===== config.mk =====
export PLATFORM = sky130hd
export DESIGN_NAME = load_adaptive_rate_governor
export DESIGN_NICKNAME = d
export VERILOG_FILES = /design/src/sv/larg_pkg.sv /design/src/sv/larg_front.sv /design/src/sv/larg_queue.sv /design/src/sv/larg_back.sv /design/src/sv/load_adaptive_rate_governor.sv
export SDC_FILE = /design/constraint.sdc
export NUM_CORES = 2
export LEC_CHECK = 0
export ABC_AREA = 1
export BUFFER_PORTS_ARGS = -buffer_cell sky130_fd_sc_hd__buf_2
export CAP_MARGIN = 10
export CORE_ASPECT_RATIO = 1.25
export CORE_MARGIN = 5
export CORE_UTILIZATION = 35
export CTS_CLUSTER_DIAMETER = 120
export DETAILED_ROUTE_END_ITERATION = 10
export GPL_ROUTABILITY_DRIVEN = 0
export HOLD_SLACK_MARGIN = 0.1
export SLEW_MARGIN = 20
export SYNTH_ARGS = -nofsm -noshare
export SYNTH_HDL_FRONTEND = slang
export SYNTH_SLANG_ARGS = --single-unit

===== constraint.sdc =====
create_clock -name clk_i -period 36.8 [get_ports clk_i]
set_input_delay 3.68 -clock clk_i [delete_from_list [all_inputs] [get_ports clk_i]]
set_output_delay 3.68 -clock clk_i [all_outputs]
set_load 0.1 [all_outputs]

===== src/sv/larg_pkg.sv =====
// ---------------------------------------------------------------------------
// larg_pkg
// types, constants and ladder functions of the load adaptive rate governor
// ---------------------------------------------------------------------------
`default_nettype none

package larg_pkg;

  localparam logic [6:0] MaxRate = 7'd120;
  localparam int unsigned QDepth = 4;
  localparam int unsigned QIdxW = $clog2(QDepth);
  localparam int unsigned QCntW = $clog2(QDepth + 1);

  typedef enum logic [2:0] {
    CFG_ENABLE     = 3'd0,
    CFG_POOR_LIMIT = 3'd1,
    CFG_GOOD_LIMIT = 3'd2,
    CFG_LOWER_HOLD = 3'd3,
    CFG_RAISE_HOLD = 3'd4,
    CFG_LOSS_LIMIT = 3'd5,
    CFG_RTT_LIMIT  = 3'd6
  } cfg_idx_e;

  typedef enum logic [1:0] {
    KIND_DISABLED = 2'd0,
    KIND_BASELINE = 2'd1,
    KIND_EVAL     = 2'd2
  } kind_e;

  typedef struct packed {
    logic        enable;
    logic [7:0]  poor_limit;
    logic [7:0]  good_limit;
    logic [15:0] lower_hold_ms;
    logic [15:0] raise_hold_ms;
    logic [13:0] loss_limit;
    logic [15:0] rtt_limit_ms;
  } cfg_t;

  // per-sample facts carried from front to back
  typedef struct packed {
    kind_e       kind;
    logic        net_poor;
    logic [6:0]  top;
    logic [7:0]  eff;
    logic [47:0] now;
  } meta_t;

  typedef struct packed {
    meta_t meta;
    logic  high;
    logic  comfy;
  } item_t;

  typedef struct packed {
    logic [6:0] fps_cap;
    logic       cap_changed;
    kind_e      kind;
    logic       load_high;
  } result_t;

  function automatic logic [6:0] min7(input logic [6:0] a, input logic [6:0] b);
    return (a < b) ? a : b;
  endfunction

  function automatic logic [6:0] step_down(input logic [7:0] rate);
    logic [6:0] r;
    if (rate > 8'd90) r = 7'd90;
    else if (rate > 8'd60) r = 7'd60;
    else if (rate > 8'd45) r = 7'd45;
    else if (rate > 8'd30) r = 7'd30;
    else if (rate > 8'd20) r = 7'd20;
    else if (rate > 8'd15) r = 7'd15;
    else r = 7'd10;
    return r;
  endfunction

  function automatic logic [6:0] step_up(input logic [6:0] cap, input logic [6:0] top);
    logic [6:0] r;
    if (cap == 7'd0) r = 7'd0;
    else if (cap < 7'd15) r = min7(7'd15, top);
    else if (cap < 7'd20) r = min7(7'd20, top);
    else if (cap < 7'd30) r = min7(7'd30, top);
    else if (cap < 7'd45) r = min7(7'd45, top);
    else if (cap < 7'd60) r = min7(7'd60, top);
    else if (cap < 7'd90) r = min7(7'd90, top);
    else if (cap < top) r = top;
    else r = 7'd0;
    return r;
  endfunction

endpackage

`default_nettype wire


===== src/sv/larg_front.sv =====
// ---------------------------------------------------------------------------
// larg_front
// sample intake: baseline check, tick deltas, busy share and load class
// ---------------------------------------------------------------------------
`default_nettype none

module larg_front (
  input  wire logic                       clk_i,
  input  wire logic                       rst_ni,
  input  wire larg_pkg::cfg_t             cfg_i,
  input  wire logic                       push_i,
  output logic                            full_o,
  input  wire logic [63:0]                idle_ticks_i,
  input  wire logic [63:0]                total_ticks_i,
  input  wire logic [7:0]                 pipeline_fps_limit_i,
  input  wire logic [7:0]                 effective_fps_i,
  input  wire logic                       bandwidth_limited_i,
  input  wire logic                       loss_present_i,
  input  wire logic [13:0]                loss_level_i,
  input  wire logic                       rtt_present_i,
  input  wire logic [15:0]                rtt_ms_i,
  input  wire logic [47:0]                now_ms_i,
  input  wire logic [larg_pkg::QCntW-1:0] q_level_i,
  output logic                            q_push_o,
  output larg_pkg::item_t                 q_item_o
);
  import larg_pkg::*;

  logic        accept;
  logic        baseline;
  meta_t       a_meta_d, a_meta_q, b_meta_q;
  logic        a_valid_q, b_valid_q;
  logic [63:0] prev_idle_q, prev_total_q;
  logic [63:0] a_id_q, a_td_q;
  logic [63:0] busy_d, b_busy_q, b_td_q;
  logic [QCntW-1:0] level;
  logic [64:0] twice_busy, td_ext;
  logic [66:0] five_busy, twice_td;

  // credits: queue contents plus samples still in flight
  assign level = q_level_i + QCntW'(a_valid_q) + QCntW'(b_valid_q);
  assign full_o = (level >= QCntW'(QDepth));
  assign accept = push_i && !full_o;

  assign baseline = (prev_total_q == 64'd0) || (total_ticks_i <= prev_total_q) ||
                    (idle_ticks_i < prev_idle_q);

  always_comb begin
    a_meta_d.kind = !cfg_i.enable ? KIND_DISABLED : (baseline ? KIND_BASELINE : KIND_EVAL);
    a_meta_d.net_poor = bandwidth_limited_i ||
                        (loss_present_i && (loss_level_i >= cfg_i.loss_limit)) ||
                        (rtt_present_i && (rtt_ms_i >= cfg_i.rtt_limit_ms));
    if (pipeline_fps_limit_i == 8'd0) begin
      a_meta_d.top = 7'd1;
    end else if (pipeline_fps_limit_i > {1'b0, MaxRate}) begin
      a_meta_d.top = MaxRate;
    end else begin
      a_meta_d.top = pipeline_fps_limit_i[6:0];
    end
    a_meta_d.eff = effective_fps_i;
    a_meta_d.now = now_ms_i;
  end

  always_ff @(posedge clk_i or negedge rst_ni) begin
    if (!rst_ni) begin
      prev_idle_q  <= '0;
      prev_total_q <= '0;
      a_valid_q    <= 1'b0;
      b_valid_q    <= 1'b0;
    end else begin
      if (accept && cfg_i.enable) begin
        prev_idle_q  <= idle_ticks_i;
        prev_total_q <= total_ticks_i;
      end
      a_valid_q <= accept;
      b_valid_q <= a_valid_q;
    end
  end

  // stage a: deltas against the stored counters
  always_ff @(posedge clk_i) begin
    if (accept) begin
      a_meta_q <= a_meta_d;
      a_id_q   <= idle_ticks_i - prev_idle_q;
      a_td_q   <= total_ticks_i - prev_total_q;
    end
  end

  // stage b: busy ticks, idle above total counts as no busy time
  assign busy_d = (a_id_q < a_td_q) ? (a_td_q - a_id_q) : 64'd0;

  always_ff @(posedge clk_i) begin
    if (a_valid_q) begin
      b_meta_q <= a_meta_q;
      b_busy_q <= busy_d;
      b_td_q   <= a_td_q;
    end
  end

  assign twice_busy = {b_busy_q, 1'b0};
  assign td_ext     = {1'b0, b_td_q};
  assign five_busy  = {1'b0, b_busy_q, 2'b00} + {3'b000, b_busy_q};
  assign twice_td   = {2'b00, b_td_q, 1'b0};

  always_comb begin
    q_push_o        = b_valid_q;
    q_item_o.meta   = b_meta_q;
    q_item_o.high   = (twice_busy >= td_ext);
    q_item_o.comfy  = (five_busy < twice_td);
  end

endmodule

`default_nettype wire


===== src/sv/larg_queue.sv =====
// ---------------------------------------------------------------------------
// larg_queue
// short queue of classified samples between front and back
// ---------------------------------------------------------------------------
`default_nettype none

module larg_queue (
  input  wire logic                       clk_i,
  input  wire logic                       rst_ni,
  input  wire logic                       push_i,
  input  wire larg_pkg::item_t            item_i,
  input  wire logic                       pop_i,
  output larg_pkg::item_t                 item_o,
  output logic                            empty_o,
  output logic [larg_pkg::QCntW-1:0]      level_o
);
  import larg_pkg::*;

  item_t             mem_q [QDepth];
  logic [QIdxW-1:0]  wptr_q, rptr_q;
  logic [QCntW-1:0]  cnt_q, cnt_d;
  logic              do_pop;

  assign empty_o = (cnt_q == '0);
  assign level_o = cnt_q;
  assign item_o  = mem_q[rptr_q];
  assign do_pop  = pop_i && !empty_o;

  always_comb begin
    cnt_d = cnt_q;
    if (push_i && !do_pop) begin
      cnt_d = cnt_q + QCntW'(1);
    end else if (!push_i && do_pop) begin
      cnt_d = cnt_q - QCntW'(1);
    end
  end

  always_ff @(posedge clk_i or negedge rst_ni) begin
    if (!rst_ni) begin
      wptr_q <= '0;
      rptr_q <= '0;
      cnt_q  <= '0;
    end else begin
      if (push_i) begin
        wptr_q <= wptr_q + QIdxW'(1);
      end
      if (do_pop) begin
        rptr_q <= rptr_q + QIdxW'(1);
      end
      cnt_q <= cnt_d;
    end
  end

  always_ff @(posedge clk_i) begin
    if (push_i) begin
      mem_q[wptr_q] <= item_i;
    end
  end

endmodule

`default_nettype wire


===== src/sv/larg_back.sv =====
// ---------------------------------------------------------------------------
// larg_back
// governor: scores, cap ladder, change hold and the result buffer
// ---------------------------------------------------------------------------
`default_nettype none

module larg_back (
  input  wire logic            clk_i,
  input  wire logic            rst_ni,
  input  wire larg_pkg::cfg_t  cfg_i,
  input  wire logic            q_empty_i,
  input  wire larg_pkg::item_t q_item_i,
  output logic                 q_pop_o,
  input  wire logic            pop_i,
  output logic                 empty_o,
  output larg_pkg::result_t    res_o
);
  import larg_pkg::*;

  logic [7:0]  poor_q, good_q, poor_d, good_d;
  logic [6:0]  cap_q, cap_d;
  logic [47:0] last_q, last_d;
  logic [7:0]  pc_n, gc_n;
  logic [6:0]  next_raw, next_cap;
  logic [48:0] since;
  logic        lower_wait, raise_wait, lowering, blocked, do_change, is_eval;
  result_t     res_d;
  result_t     buf_q [2];
  logic        wptr_q, rptr_q;
  logic [1:0]  cnt_q, cnt_d;
  logic        out_pop;

  assign out_pop = pop_i && (cnt_q != 2'd0);
  assign q_pop_o = !q_empty_i && (cnt_q != 2'd2);
  assign is_eval = (q_item_i.meta.kind == KIND_EVAL);

  // score update and ladder step
  always_comb begin
    pc_n     = poor_q;
    gc_n     = good_q;
    next_raw = cap_q;
    if (q_item_i.high) begin
      pc_n = (poor_q != 8'hFF) ? poor_q + 8'd1 : poor_q;
      gc_n = 8'd0;
      if (pc_n >= cfg_i.poor_limit) begin
        next_raw = step_down(q_item_i.meta.eff);
      end
    end else if (q_item_i.comfy && !q_item_i.meta.net_poor) begin
      pc_n = (poor_q != 8'd0) ? poor_q - 8'd1 : poor_q;
      gc_n = (good_q != 8'hFF) ? good_q + 8'd1 : good_q;
      if (gc_n >= cfg_i.good_limit) begin
        next_raw = step_up(cap_q, q_item_i.meta.top);
      end
    end else begin
      pc_n = (poor_q != 8'd0) ? poor_q - 8'd1 : poor_q;
      gc_n = (good_q != 8'd0) ? good_q - 8'd1 : good_q;
    end
  end

  // a cap at or above the top rate means uncapped
  assign next_cap = (next_raw >= q_item_i.meta.top) ? 7'd0 : next_raw;

  assign since      = {1'b0, q_item_i.meta.now} - {1'b0, last_q};
  assign lower_wait = since[48] || (since[47:0] < {32'd0, cfg_i.lower_hold_ms});
  assign raise_wait = since[48] || (since[47:0] < {32'd0, cfg_i.raise_hold_ms});
  assign lowering   = (next_cap != 7'd0) && ((cap_q == 7'd0) || (next_cap < cap_q));
  assign blocked    = (last_q != 48'd0) && (lowering ? lower_wait : raise_wait);
  assign do_change  = is_eval && (next_cap != cap_q) && !blocked;

  always_comb begin
    poor_d = poor_q;
    good_d = good_q;
    cap_d  = cap_q;
    last_d = last_q;
    if (q_pop_o && is_eval) begin
      if (do_change) begin
        poor_d = 8'd0;
        good_d = 8'd0;
        cap_d  = next_cap;
        last_d = q_item_i.meta.now;
      end else begin
        poor_d = pc_n;
        good_d = gc_n;
      end
    end
  end

  always_comb begin
    res_d.fps_cap     = do_change ? next_cap : cap_q;
    res_d.cap_changed = do_change;
    res_d.kind        = q_item_i.meta.kind;
    res_d.load_high   = is_eval && q_item_i.high;
  end

  always_comb begin
    cnt_d = cnt_q;
    if (q_pop_o && !out_pop) begin
      cnt_d = cnt_q + 2'd1;
    end else if (!q_pop_o && out_pop) begin
      cnt_d = cnt_q - 2'd1;
    end
  end

  always_ff @(posedge clk_i or negedge rst_ni) begin
    if (!rst_ni) begin
      poor_q <= '0;
      good_q <= '0;
      cap_q  <= '0;
      last_q <= '0;
      wptr_q <= 1'b0;
      rptr_q <= 1'b0;
      cnt_q  <= '0;
    end else begin
      poor_q <= poor_d;
      good_q <= good_d;
      cap_q  <= cap_d;
      last_q <= last_d;
      if (q_pop_o) begin
        wptr_q <= !wptr_q;
      end
      if (out_pop) begin
        rptr_q <= !rptr_q;
      end
      cnt_q <= cnt_d;
    end
  end

  always_ff @(posedge clk_i) begin
    if (q_pop_o) begin
      buf_q[wptr_q] <= res_d;
    end
  end

  assign empty_o = (cnt_q == 2'd0);
  assign res_o   = buf_q[rptr_q];

endmodule

`default_nettype wire


===== src/sv/load_adaptive_rate_governor.sv =====
// ---------------------------------------------------------------------------
// load_adaptive_rate_governor
// frame-rate cap governor driven by processor load and network health
// ---------------------------------------------------------------------------
// path: a sample passes stage a, stage b, the queue and the result buffer before its result shows
// throughput: one sample per cycle while full_o is low, set by the two front stages and a four-deep queue
// reset: config returns to defaults, counters, scores and cap clear, all queues empty
// no clearing pass after reset
`default_nettype none

module load_adaptive_rate_governor (
  input  wire logic        clk_i,
  input  wire logic        rst_ni,
  input  wire logic        cfg_we_i,
  input  wire logic [2:0]  cfg_addr_i,
  input  wire logic [15:0] cfg_wdata_i,
  input  wire logic        push_i,
  output logic             full_o,
  input  wire logic [63:0] idle_ticks_i,
  input  wire logic [63:0] total_ticks_i,
  input  wire logic [7:0]  pipeline_fps_limit_i,
  input  wire logic [7:0]  effective_fps_i,
  input  wire logic        bandwidth_limited_i,
  input  wire logic        loss_present_i,
  input  wire logic [13:0] loss_level_i,
  input  wire logic        rtt_present_i,
  input  wire logic [15:0] rtt_ms_i,
  input  wire logic [47:0] now_ms_i,
  output logic             empty_o,
  input  wire logic        pop_i,
  output logic [6:0]       fps_cap_o,
  output logic             cap_changed_o,
  output logic [1:0]       sample_kind_o,
  output logic             load_high_o
);
  import larg_pkg::*;

  cfg_t             cfg_q;
  logic             q_push, q_pop, q_empty;
  item_t            q_in, q_out;
  logic [QCntW-1:0] q_level;
  result_t          res;

  always_ff @(posedge clk_i or negedge rst_ni) begin
    if (!rst_ni) begin
      cfg_q.enable        <= 1'b1;
      cfg_q.poor_limit    <= 8'd3;
      cfg_q.good_limit    <= 8'd8;
      cfg_q.lower_hold_ms <= 16'd5000;
      cfg_q.raise_hold_ms <= 16'd15000;
      cfg_q.loss_limit    <= 14'd300;
      cfg_q.rtt_limit_ms  <= 16'd350;
    end else if (cfg_we_i) begin
      case (cfg_addr_i)
        CFG_ENABLE:     cfg_q.enable        <= cfg_wdata_i[0];
        CFG_POOR_LIMIT: cfg_q.poor_limit    <= cfg_wdata_i[7:0];
        CFG_GOOD_LIMIT: cfg_q.good_limit    <= cfg_wdata_i[7:0];
        CFG_LOWER_HOLD: cfg_q.lower_hold_ms <= cfg_wdata_i;
        CFG_RAISE_HOLD: cfg_q.raise_hold_ms <= cfg_wdata_i;
        CFG_LOSS_LIMIT: cfg_q.loss_limit    <= cfg_wdata_i[13:0];
        CFG_RTT_LIMIT:  cfg_q.rtt_limit_ms  <= cfg_wdata_i;
        default: begin
        end
      endcase
    end
  end

  larg_front u_front (
    .clk_i                (clk_i),
    .rst_ni               (rst_ni),
    .cfg_i                (cfg_q),
    .push_i               (push_i),
    .full_o               (full_o),
    .idle_ticks_i         (idle_ticks_i),
    .total_ticks_i        (total_ticks_i),
    .pipeline_fps_limit_i (pipeline_fps_limit_i),
    .effective_fps_i      (effective_fps_i),
    .bandwidth_limited_i  (bandwidth_limited_i),
    .loss_present_i       (loss_present_i),
    .loss_level_i         (loss_level_i),
    .rtt_present_i        (rtt_present_i),
    .rtt_ms_i             (rtt_ms_i),
    .now_ms_i             (now_ms_i),
    .q_level_i            (q_level),
    .q_push_o             (q_push),
    .q_item_o             (q_in)
  );

  larg_queue u_queue (
    .clk_i   (clk_i),
    .rst_ni  (rst_ni),
    .push_i  (q_push),
    .item_i  (q_in),
    .pop_i   (q_pop),
    .item_o  (q_out),
    .empty_o (q_empty),
    .level_o (q_level)
  );

  larg_back u_back (
    .clk_i     (clk_i),
    .rst_ni    (rst_ni),
    .cfg_i     (cfg_q),
    .q_empty_i (q_empty),
    .q_item_i  (q_out),
    .q_pop_o   (q_pop),
    .pop_i     (pop_i),
    .empty_o   (empty_o),
    .res_o     (res)
  );

  assign fps_cap_o     = res.fps_cap;
  assign cap_changed_o = res.cap_changed;
  assign sample_kind_o = res.kind;
  assign load_high_o   = res.load_high;

endmodule

`default_nettype wire


### Word level (Yosys, flattened, before mapping)

Memories as Yosys holds them, arrays and structs flattened.
Cells that the tools add are included.

* bits in registers: 679
* bits of input ports: 249
* output and inout bits: 13
* memory bits (writable): 294
* memories: 2
* word-level logic and storage cells: 207

* equality and inequality tests: 11
* reductions and logical operators: 61
* $lt $le $gt $ge: 34
* mux-type cells: 46
* add/sub/neg operators: 17

Memory list
* u_queue.mem_q: words 4, width 68, rd ports 1, clocked after Yosys merged registers in 0, wr ports 1, line larg_queue.sv:19 `item_t mem_q [QDepth];`
* u_back.buf_q: words 2, width 11, rd ports 1, clocked after Yosys merged registers in 0, wr ports 1, line larg_back.sv:28 `result_t buf_q [2];`

Operators with widths (number)
* subtractor 64 bit: 3
* 2-to-1 mux 7 bit: 26
* < comparator 64 bit: 2
* < comparator 48 x 16 -> 1 bit: 2
* 2-to-1 mux 8 bit: 9
* adder 66 x 64 -> 67 bit: 1
* < comparator 67 x 65 -> 1 bit: 1
* >= comparator 65 x 64 -> 1 bit: 1
* <= comparator 64 bit: 1
* zero test 64 bit: 1
* subtractor 48 x 48 -> 49 bit: 1
* nonzero test 48 bit: 1
* AND reduction 2 bit: 10
* logical AND 1 bit: 18
* adder 8 x 1 -> 8 bit (second input constant): 2
* >= comparator 16 bit: 1
* >= comparator 8 bit: 2
* greater-than comparator 8 x 5 -> 1 bit (second input constant): 2
* greater-than comparator 8 x 6 -> 1 bit (second input constant): 2
* greater-than comparator 8 x 7 -> 1 bit (second input constant): 2
* inequality test 8 bit (second input constant): 2
* nonzero test 8 bit: 2
* subtractor 8 x 1 -> 8 bit (second input constant): 2
* >= comparator 14 bit: 1
* other kinds (37): 74

### Logic depth before layout (Yosys ltp)

An unclocked memory read counts as a cell.

* word-level depth: 24
* mapped depth: 50
* depth with buffers taken out: 47

### Modules after synthesis

Synthesis repeated with hierarchy kept, for this count alone.

* cells, all modules: 8063
* area, all modules: 65157.5 µm²

By module, submodules not included
* larg_front: area each 38798.5 µm², seq. area each 14904.3 µm², times used 1, cells an instance 4908
* larg_back: area each 11822.6 µm², seq. area each 2537.4 µm², times used 1, cells an instance 1954
* larg_queue: area each 11368.4 µm², seq. area each 8343.0 µm², times used 1, cells an instance 849
* load_adaptive_rate_governor: area each 3168.0 µm², seq. area each 2009.4 µm², times used 1, cells an instance 352

### Worst setup path after synthesis

Ideal clock, no wire load.

* kind: register to register
* start point: register u_front.a_valid_q
* end point: register u_front.prev_total_q[55]
* required time: 36.667 ns
* clock period less this slack: 15.111 ns
* path buffers: 2
* setup time: 0.133 ns
* cell stages (with the launch flop): 11
* path slack: 21.689 ns
* arrival: 14.978 ns
* cell sequence: dfrtp_1 > nand2_1 > inv_1 > o21ai_0 > xor2_1 > nor2_1 > nand2_1 > clkbuf_1 > clkbuf_1 > nor2_1 > a21oi_1

* cells in the longest elaborated chain, start to end: 6

Ends and longest elaborated chain
* start, declared: line larg_front.sv:32 `logic a_valid_q, b_valid_q;`
* start signal, assigned: line larg_front.sv:75 `a_valid_q <= accept;`
* adder 3 x 1 -> 3 bit (2 in series): line larg_front.sv:41 `assign level = q_level_i + QCntW'(a_valid_q) + QCntW'(b_valid_q);`
* >= comparator 3 bit: line larg_front.sv:42 `assign full_o = (level >= QCntW'(QDepth));`
* via full_o: line load_adaptive_rate_governor.sv:18 `output logic full_o,`
* zero test 1 bit: line larg_front.sv:43 `assign accept = push_i && !full_o;`
* logical AND 1 bit: line larg_front.sv:43
* via u_front.accept: line larg_front.sv:29 `logic accept;`
* logical AND 1 bit: line larg_front.sv:71 `if (accept && cfg_i.enable) begin`
* end signal, assigned: line larg_front.sv:73 `prev_total_q <= total_ticks_i;`
* end, declared: line larg_front.sv:33 `logic [63:0] prev_idle_q, prev_total_q;`

The timed path passes the listed nets, and every way through them passes these cells.
A chain may end at the register's enable or synchronous reset.

### Final worst setup path

* start point: register u_queue.rptr_q[0]
* end point: register u_back.last_q[47]

* cells in the longest elaborated chain, start to end: 23
* elaborated cells between the ends (all ways): 60
* those cells by class: add/sub: 1; order compare: 17; eq/ne: 2; mux: 26; reduce/logical: 13; memory: 1

Ends and longest elaborated chain
* start, declared: line larg_queue.sv:20 `logic [QIdxW-1:0] wptr_q, rptr_q;`
* start signal, assigned: line larg_queue.sv:48 `rptr_q <= rptr_q + QIdxW'(1);`
* memory (4 x 68 bit) (*)
* < comparator 7 bit (on tied branches): line larg_pkg.sv:87, larg_pkg.sv:63
* 2-to-1 mux 7 bit (on tied branches): line larg_pkg.sv:87, larg_pkg.sv:63
* 2-to-1 mux 7 bit: line larg_pkg.sv:86 `else if (cap < 7'd90) r = min7(7'd90, top);`
* 2-to-1 mux 7 bit: line larg_pkg.sv:85 `else if (cap < 7'd60) r = min7(7'd60, top);`
* 2-to-1 mux 7 bit: line larg_pkg.sv:84 `else if (cap < 7'd45) r = min7(7'd45, top);`
* 2-to-1 mux 7 bit: line larg_pkg.sv:83 `else if (cap < 7'd30) r = min7(7'd30, top);`
* 2-to-1 mux 7 bit: line larg_pkg.sv:82 `else if (cap < 7'd20) r = min7(7'd20, top);`
* [7 not listed]
* < comparator 7 bit: line larg_back.sv:66 `assign lowering = (next_cap != 7'd0) && ((cap_q == 7'd0) || (next_cap < cap_q));`
* logical OR 1 bit: line larg_back.sv:66
* logical AND 1 bit: line larg_back.sv:66
* 2-to-1 mux 1 bit: line larg_back.sv:67 `assign blocked = (last_q != 48'd0) && (lowering ? lower_wait : raise_wait);`
* logical AND 1 bit: line larg_back.sv:67
* zero test 1 bit: line larg_back.sv:68 `assign do_change = is_eval && (next_cap != cap_q) && !blocked;`
* logical AND 1 bit: line larg_back.sv:68
* AND reduction 2 bit (no source line)
* end signal, assigned: line larg_back.sv:117 `last_q <= last_d;`
* end, declared: line larg_back.sv:22 `logic [47:0] last_q, last_d;`

Mark *: on every way between the ends. The rest lies on a longest branch, timed or not.

==> impl_metrics.env <==
export IMPL_outcome="completed"
export IMPL_synth_async_reset_ratio_pct=29.9
export IMPL_routed_wl_um=168000
export IMPL_fp_row_count=171
export IMPL_skew_ps=66.5
export IMPL_crit_reg2reg_launch="u_queue.rptr_q[0]$_DFFE_PN0P_"
export IMPL_period_minus_slack_ps=7580
export IMPL_avgSynthCellArea_sq_um=8.61
export IMPL_clock_sinks=973
export IMPL_rsz0062_at_grt="no"
export IMPL_num_vias=49100
export IMPL_clk_pin_slew_ps=60
export IMPL_syn_num_nets=7844
export IMPL_numCtsBuffers=103
export IMPL_design_die_area_sq_um=182000
export IMPL_synth_edf_count=682
export IMPL_fin_tns_setup_ps=0
export IMPL_relSlewSlack_pct=8.95
export IMPL_clockBufferDepth=3
export IMPL_vias_per_cell=5.08
export IMPL_required_ps=37370
export IMPL_path_class="reg -> reg"
export IMPL_synth_distinct_cells=63
export IMPL_cts_hold_buf=0
export IMPL_cpMaxStageDelayCell="dfrtp_4"
export IMPL_min_path_type="reg -> reg"
export IMPL_regArea_sq_um=27800
export IMPL_drt_initial_drc_count=2703
export IMPL_cp_start_kind="register"
export IMPL_nNetsFinal=8120
export IMPL_ys_ff_latch=973
export IMPL_grt_usage_pct=18.0
export IMPL_core_area_sq_um=173000
export IMPL_post_cts_buffers=0
export IMPL_insertion_delay_ps=750
export IMPL_tightest_slew_ps=1370
export IMPL_hpwl_um=131000
export IMPL_maxSlewViolCount=0
export IMPL_cp_num_buf_inv=5
export IMPL_cp_max_fo=95
export IMPL_grt_overflow_total=0
export IMPL_path_delay_family="simple AND/OR/NAND/NOR gates"
export IMPL_critPathMaxStageDelay_ps=630
export IMPL_hold_violations=0
export IMPL_startpoint="u_queue.rptr_q[0]$_DFFE_PN0P_"
export IMPL_fmax_mhz=132
export IMPL_endpoint_kind="register"
export IMPL_multi_input_area_sq_um=28300
export IMPL_ys_warn_count=0
export IMPL_routedWlPerCell_um=17.4
export IMPL_grt_pass1_wl_um=261000
export IMPL_cts_resized_gates=0
export IMPL_finalSetupViolCount=0
export IMPL_die_w_um=382
export IMPL_drc=0
export IMPL_initial_core_util_pct=35.1
export IMPL_drtAntennaViolNets=0
export IMPL_grt_max_degree=254
export IMPL_cts_tree="built"
export IMPL_first_global_vias=49200
export IMPL_syn_area_sq_um=60700
export IMPL_drive_gt1_share_pct=7.60
export IMPL_num_io_pins=262
export IMPL_syn2layout_area_growth_pct=12.5
export IMPL_fill_cells=17100
export IMPL_port_buffers=261
export IMPL_ys_flop_type="edfxtp_1"
export IMPL_antenna_found_initial=10
export IMPL_max_cap_violations=0
export IMPL_firstDrtPassIters=5
export IMPL_fin_crit_sh_pct=20.6
export IMPL_die_h_um=476
export IMPL_synth_cells=7052
export IMPL_path_common_cell="nand2_1"
export IMPL_yosysSeqAreaShare_pct=45.8
export IMPL_cp_arrival_ps=8150
export IMPL_htreeDepth=3
export IMPL_min_delay_start="u_front.a_meta_q[53]$_DFFE_PP_"
export IMPL_cts_root_buf="clkbuf_16"
routing by layer:
metal  GRT usage (%)  up-vias  wire length, um
li1                -    24500                -
met1            21.1    22900            69400
met2            32.0     1260            81700
met3            2.36      424             7610
met4            9.62        4             9720
met5               0        -               21
synth_stat cells, drive strengths merged (33+ instances only):
master	number	area share [%]
edfxtp	682	34
xor2	180	2.6
nand2	1259	7.8
o21a	36	0.45
buf	33	0.44
o22ai	51	0.53
nand3	180	1.5
o21ai	496	4.3
inv	1087	6.7
dfrtp	265	11
a21oi	697	5.8
ha	537	11
a31oi	113	1.2
o211ai	39	0.48
nand4	93	0.96
nor3	60	0.49
clkbuf	84	0.52
xnor2	84	1.2
nor2	793	4.9
nor4	44	0.45
cells in the final DEF, fill, tap and decap left out, drive strengths merged, types with 9 or more instances in the layout:
| master | netlist | final |
|---|---|---|
| nand2 | 1259 | 1259 |
| inv | 1087 | 1090 |
| nor2 | 793 | 793 |
| a21oi | 697 | 697 |
| edfxtp | 682 | 682 |
| ha | 537 | 537 |
| o21ai | 496 | 496 |
| buf | 33 | 288 |
| dfrtp | 265 | 265 |
| xor2 | 180 | 180 |
| nand3 | 180 | 180 |
| clkbuf | 84 | 128 |
| a31oi | 113 | 113 |
| nand4 | 93 | 93 |
| xnor2 | 84 | 84 |
| nor3 | 60 | 60 |
| o22ai | 51 | 51 |
| nor4 | 44 | 44 |
| clkinv | 2 | 41 |
| o211ai | 39 | 39 |
| o21a | 36 | 36 |
| a21o | 28 | 28 |
| dfstp | 26 | 26 |
| a21boi | 23 | 23 |
| nor3b | 19 | 19 |
| o21bai | 18 | 18 |
| a211oi | 18 | 18 |
| o31ai | 16 | 16 |
| bufinv | 0 | 16 |
| o221ai | 14 | 14 |
| or2 | 11 | 11 |
| and3 | 10 | 10 |
| clkinvlp | 0 | 10 |
| and2 | 9 | 9 |
kinds of logic after synthesis:
logic type               count (synthesis)  synth area share, %
AND/OR/NAND/NOR                       2487                 16.8
AO/OA/AOI/OAI                         1578                 14.6
buffers and inverters                 1206                 7.69
flip-flops                             973                 45.8
adder cells (fa/ha/maj)                543                 11.3
XOR/XNOR                               264                 3.81
multiplexers                             1               0.0185
registers in the layout, indices dropped and copies added, names as in the netlist, 3 cells and up:
register              count
u_front.b_td_q           64
u_front.b_busy_q         64
u_front.a_id_q           64
u_front.prev_idle_q      64
u_queue.mem_q           272
u_back.good_q             8
u_back.buf_q             22
u_back.poor_q             8
u_queue.level_o           3
u_front.prev_total_q     64
cfg_q                    79
u_back.last_q            48
u_front.q_item_o         66
u_front.a_td_q           64
u_back.cap_q              7
u_front.a_meta_q         66
per-stage QoR:
step | hold slack [ps] | setup slack, ps | cell area, sq um | cells | util, %
after floorplan | 400 | 21690 | 60700 | 7052 | -
after global placement | 403 | 29220 | 64500 | 9472 | 37.3
after detailed placement | 405 | 29150 | 64500 | 9472 | 37.3
after CTS | 396 | 29080 | 68200 | 9668 | 39.4
after global routing | 410 | 28460 | 68300 | 9669 | 39.4
final | 387 | 29220 | 68300 | 9670 | 39.4
area by class of cell:
class,instances,share of cell area [%]
multi-input cells,4873,41.4
clock inverters,68,1.36
clock buffers,128,4.08
well taps,2249,4.12
diodes,2,0.00733
inverters,1089,6.00
repair buffers,288,2.29
flip-flops and latches,973,40.7
final timing paths:
path	endpoint	slack, ps	cells past startpoint
worst max-delay path	u_back.last_q[47]$_DFFE_PN0P_	29220	39
worst min-delay path	u_front.q_item_o[55]$_DFFE_PP_	390	0
worst max register to register	u_back.last_q[47]$_DFFE_PN0P_	29220	39
worst min register to register	u_front.q_item_o[55]$_DFFE_PP_	390	0
max in group asynchronous	u_back.last_q[14]$_DFFE_PN0P_	32470	2
min in group asynchronous	u_front.prev_total_q[1]$_DFFE_PN0P_	2930	1
Power is left out: the tool's default activity adds up to more than one toggle a clock period on the data nets, which glitch-free logic cannot reach.
